==> src/design/clfr_pkg.sv <==
// Shared types, constants and functions of the combined lagged Fibonacci generator.
`timescale 1ns / 1ps
`default_nettype none
package clfr_pkg;

    localparam int WORD_W  = 32;
    localparam int SEL_W   = 2;
    localparam int INDEX_W = 11;

    localparam logic OP_LOAD = 1'b0;
    localparam logic OP_GEN  = 1'b1;

    localparam logic [SEL_W-1:0] SEL_A = 2'd0;
    localparam logic [SEL_W-1:0] SEL_B = 2'd1;
    localparam logic [SEL_W-1:0] SEL_C = 2'd2;

    localparam int ROT_B_LSB = 8;
    localparam int ROT_C_LSB = 16;
    localparam int ROT_M_LSB = 24;
    localparam int ROT_W     = 5;

    typedef logic [WORD_W-1:0] t_word;

    typedef struct packed {
        logic read;
        logic step;
        logic load;
    } t_lag_cmd;

    function automatic t_word rotr(input t_word x, input logic [ROT_W-1:0] s);
        logic [2*WORD_W-1:0] d;
        d = {x, x} >> s;
        return d[WORD_W-1:0];
    endfunction

endpackage
`default_nettype wire

==> src/design/clfr_mix.sv <==
// Rotation and mask merge of the three generator sums into two output words.
`timescale 1ns / 1ps
`default_nettype none
module clfr_mix (
    input  wire clfr_pkg::t_word i_sum_a,
    input  wire clfr_pkg::t_word i_sum_b,
    input  wire clfr_pkg::t_word i_sum_c,
    output clfr_pkg::t_word      o_first,
    output clfr_pkg::t_word      o_second
);

    clfr_pkg::t_word rot_b;
    clfr_pkg::t_word rot_c;
    clfr_pkg::t_word mask;

    assign rot_b = clfr_pkg::rotr(i_sum_b,
        i_sum_a[clfr_pkg::ROT_B_LSB +: clfr_pkg::ROT_W]);
    assign rot_c = clfr_pkg::rotr(i_sum_c,
        i_sum_a[clfr_pkg::ROT_C_LSB +: clfr_pkg::ROT_W]);
    assign mask  = clfr_pkg::rotr(i_sum_a,
        i_sum_a[clfr_pkg::ROT_M_LSB +: clfr_pkg::ROT_W]);

    assign o_first  = (rot_b & mask) | (rot_c & ~mask);
    assign o_second = (rot_c & mask) | (rot_b & ~mask);

endmodule
`default_nettype wire

==> config.mk <==
export PLATFORM = sky130hd
export DESIGN_NAME = clfr_mix
export DESIGN_NICKNAME = d
export VERILOG_FILES = /design/src/design/clfr_pkg.sv /design/src/design/clfr_mix.sv
export SDC_FILE = /design/constraint.sdc
export NUM_CORES = 1
export LEC_CHECK = 0
export BUFFER_PORTS_ARGS = -buffer_cell sky130_fd_sc_hd__buf_2
export CAP_MARGIN = 40
export CORE_UTILIZATION = 45
export DETAILED_ROUTE_END_ITERATION = 12
export PLACE_DENSITY_LB_ADDON = 0.3
export SLEW_MARGIN = 20
export SYNTH_ARGS = -nofsm -noshare
export SYNTH_HDL_FRONTEND = slang
export SYNTH_SLANG_ARGS = --single-unit
==> constraint.sdc <==
create_clock -name vclk -period 2.3
set_input_delay 0.115 -clock vclk [all_inputs]
set_output_delay 0.115 -clock vclk [all_outputs]
set_load 0.005 [all_outputs]
# --- Word-level counts from Yosys, hierarchy flattened ---
# Cells that the tools add are included.
classes:
  shifts: 3
  bitwise: 7
ops:
  columns: ["cell", "n"]
  rows:
  - ["$shr 64x5->32", 3]
  - ["$and 32x32->32", 4]
  - ["$or 32x32->32", 2]
  - ["$not 32->32", 1]
totals:
  elab_cells: 10
  regBits: 0
  inputBits: 96
  out_inout_bits: 64

# --- Logic depth before layout (Yosys ltp) ---
depth:
  ltp_word: 4
  depth_mapped: 10

# --- Worst setup path after synthesis ---
# No wires, ideal clock.
synth_timing:
  path_kind: "input to output"
  from: "input port i_sum_a[25]"
  to: "output port o_first[0]"
  path_slack_ns: 0.369
  required_ns: 2.185
  arrival_time_ns: 1.816
  cell_stages: 8
  n_path_buf: 2
  path_cell_list: "buf_6 inv_1 clkbuf_1 mux2_2 o21ai_0 mux2i_1 mux2i_1 mux2i_1"
synth_between:
  elab_chain_cells: 4
  word_cells_on_any_way: 5
  cone_classes: "shift (1); bitwise (4)"
synth_rtl:
  columns: ["element", "line", "text"]
  rows:
  - ["start, declared", "clfr_mix.sv:5", "input wire clfr_pkg::t_word i_sum_a,"]
  - ["$shr 64x5->32 (*)", "clfr_pkg.sv:32", "d = {x, x} >> s;"]
  - ["$not 32->32", "clfr_mix.sv:23", "assign o_first = (rot_b & mask) | (rot_c & ~mask);"]
  - ["$and 32x32->32", "clfr_mix.sv:23", null]
  - ["$or 32x32->32 (*)", "clfr_mix.sv:23", null]
  - ["end, declared", "clfr_mix.sv:8", "output clfr_pkg::t_word o_first,"]
# Mark *: on every way between the ends. The rest lies on a longest branch, timed or not.

# --- Worst setup path after layout ---
layout_timing:
  from: "input port i_sum_a[9]"
  to: "output port o_second[21]"
layout_between:
  elab_chain_cells: 4
  word_cells_on_any_way: 6
  cone_classes: "shift (2); bitwise (4)"
layout_rtl:
  columns: ["element", "line", "text"]
  rows:
  - ["$shr 64x5->32", "clfr_pkg.sv:32", null]
  - ["$not 32->32", "clfr_mix.sv:24", "assign o_second = (rot_c & mask) | (rot_b & ~mask);"]
  - ["$and 32x32->32", "clfr_mix.sv:24", null]
  - ["$or 32x32->32 (*)", "clfr_mix.sv:24", null]
  - ["end, declared", "clfr_mix.sv:9", "output clfr_pkg::t_word o_second"]
# Marked as above.

==> run summary <==
Final wirelength = 29120 um
Sequential area share after synthesis = 0%
Clk network pwr share = 0%
Distinct cells, synth = 57
Row count = 43
Net count, final = 1176
Largest net degree at the start of global routing = 37
Post-Synthesis Cells = 894
Switch share = 56.24%
Initial antenna violation count = 0
Crit path max fanout = 16
Max-Slew Margin vs Limit = 49.85%
Number of max-cap violations = 0
Hold Crit Start = i_sum_a[28]
Post-route DRC = 0
Comb pwr share = 100.0%
Gpl congestion = 1.007
Ant. Diodes = 0
Die height = 123.0 um
Commonest non-fill, non-tap cells in the layout = 176 x a22oi_1, 158 x buf_2, 143 x mux2i_1, 136 x nand2_1, 108 x buf_4
Drt pass-1 iters = 6
Leakage = 3.809 nW
Worst Tran Pin Value = 748.9 ps
First-pass GRT wire length = 42930 um
Number of global-route vias before repair = 7562
DIE AREA = 15140 um^2
Post-route minimum period = 2284 ps
Synth warnings = 0
HP Class = input port to output port
Max Slew Vio Count = 0
I/O Buffers = 160
WP data arrival = 2170 ps
Detailed placement HPWL = 23100 um
Worst Setup Start Kind = input port
Final worst path period share = 99.31%
Layout cells sized above 1 = 36.27%
Placeable Area = 14100 um^2
Synth Cell Area = 6593 um^2
Sequential Power Share = 0%
Seq cells = 0
Net Count, Synth = 990
Final ANT Viol Nets = 0
Crit path from = i_sum_a[9]
Switch Pwr = 1.530 mW
Post-Layout Cell Count = 1258
Mapped Avg Cell Area = 7.374 um^2
WL per Instance = 23.15 um
Area growth, synth to finish = 27.04%
Starting Density = 46.77%
Status = complete, no violations
Setup violations, final = 0
Peak Freq = 437.8 MHz
Req. time, crit path = 2180 ps
Pwr dens = 324.8 nW/um^2
# clk buffers = 0
Final Hold Vio Count = 0
Commonest non-fill, non-tap cell in the layout = a22oi_1
Seq. cell area = 0 um^2
GRT Resource Usage Total = 36.75%
Vias per cell = 6.941
Worst setup EP type = output port
Peak supply drop = 0.1752 mV
Critical setup path kind = input port to output port
IO Pins = 160
Via count = 8732
Pwr Total = 2.721 mW
Placed Cells = 1251
Grt ovf = 0
Internal power = 1.191 mW
Initial DRC Count = 1031
Die W = 123.0 um
==> metal layers <==
metal,vias up,track usage [%],part of all wire (%)
li1,3974,-,-
met1,4111,52.64,42
met2,585,56.00,43
met3,62,5.489,11
met4,0,11.67,3.8
met5,-,0,0
==> final timing paths <==
path                  slack, ps  depth (start not counted)           end
worst max-delay path         20                          9  o_second[21]
worst min-delay path        990                          6   o_first[14]
==> power groups by stage <==
stage                     combinational (mW)  sequential (mW)  clock, mW
after floorplan                         1.55                0          0
after global placement                  2.57                0          0
after detailed placement                2.58                0          0
after CTS                               2.59                0          0
after global routing                    2.89                0          0
final                                   2.72                0          0
==> logic make-up after synthesis <==
family,after synthesis,synth area share (%)
AND/OR/NAND/NOR,228,15.58
buffers and inverters,104,7.496
AO/OA/AOI/OAI,346,39.55
multiplexers,216,37.37
==> cell usage after synthesis, types with 6 or more instances <==
| cell | instances | area share [%] |
|---|---|---|
| a22oi_1 | 176 | 20 |
| mux2i_1 | 152 | 23 |
| nand2_1 | 136 | 7.7 |
| clkbuf_1 | 59 | 3.4 |
| o22ai_1 | 48 | 4.6 |
| mux2_2 | 43 | 7.3 |
| nor2_1 | 27 | 1.5 |
| a221o_1 | 23 | 3.5 |
| buf_2 | 20 | 1.5 |
| mux4_2 | 19 | 6.5 |
| o221ai_1 | 18 | 2.4 |
| nor2b_1 | 16 | 1.5 |
| o211ai_1 | 14 | 1.6 |
| nand2b_1 | 12 | 1.1 |
| o21ai_0 | 11 | 0.84 |
| a21oi_1 | 10 | 0.76 |
| buf_4 | 9 | 1.0 |
| and2_1 | 7 | 0.66 |
| nand3_1 | 7 | 0.53 |
| a31oi_1 | 6 | 0.57 |
| buf_6 | 6 | 1.0 |
| or2_2 | 6 | 0.57 |
==> layout make-up <==
class	instances	area, um^2
Fill cell	1366	5720
Inverter	5	22.52
Multi-Input combinational cell	790	6217
Tap cell	180	225.2
Timing Repair Buffer	283	1911
==> stage by stage <==
| stage | hold slack [ps] | setup slack (ps) | TNS (ps) | instance area [um^2] | utilization [%] |
|---|---|---|---|---|---|
| CTS | 984.0 | 21.99 | 0 | 8180 | 58.03 |
| finish | 988.2 | 15.76 | 0 | 8376 | 59.42 |
| global placement | 986.9 | -172.2 | -5040 | 8132 | 57.69 |
| detailed placement | 980.7 | -196.1 | -6361 | 8167 | 57.94 |
| global route | 1027 | -7.424 | -16.86 | 8376 | 59.42 |
| floorplan | 663.3 | 368.8 | 0 | 6593 | - |
==> worst max-delay path: stages <==
cell,delay [ps]
buf_2,150
buf_4,200
and2_1,360
a22oi_1,290
o221ai_1,290
a22oi_1,280
nand2_1,100
mux2i_1,210
buf_2,160
==> what timing repair did <==
item                                    CTS  global route
endpoints found under the setup margin   58            43
gates cloned                              0             1
hold buffers                              0             0
pin swaps                                 0             3
resized for setup                         4            32
buffers inserted                          0             6
endpoints found under the hold margin     0             0
Note: power is estimated with default switching activity, not from simulation.
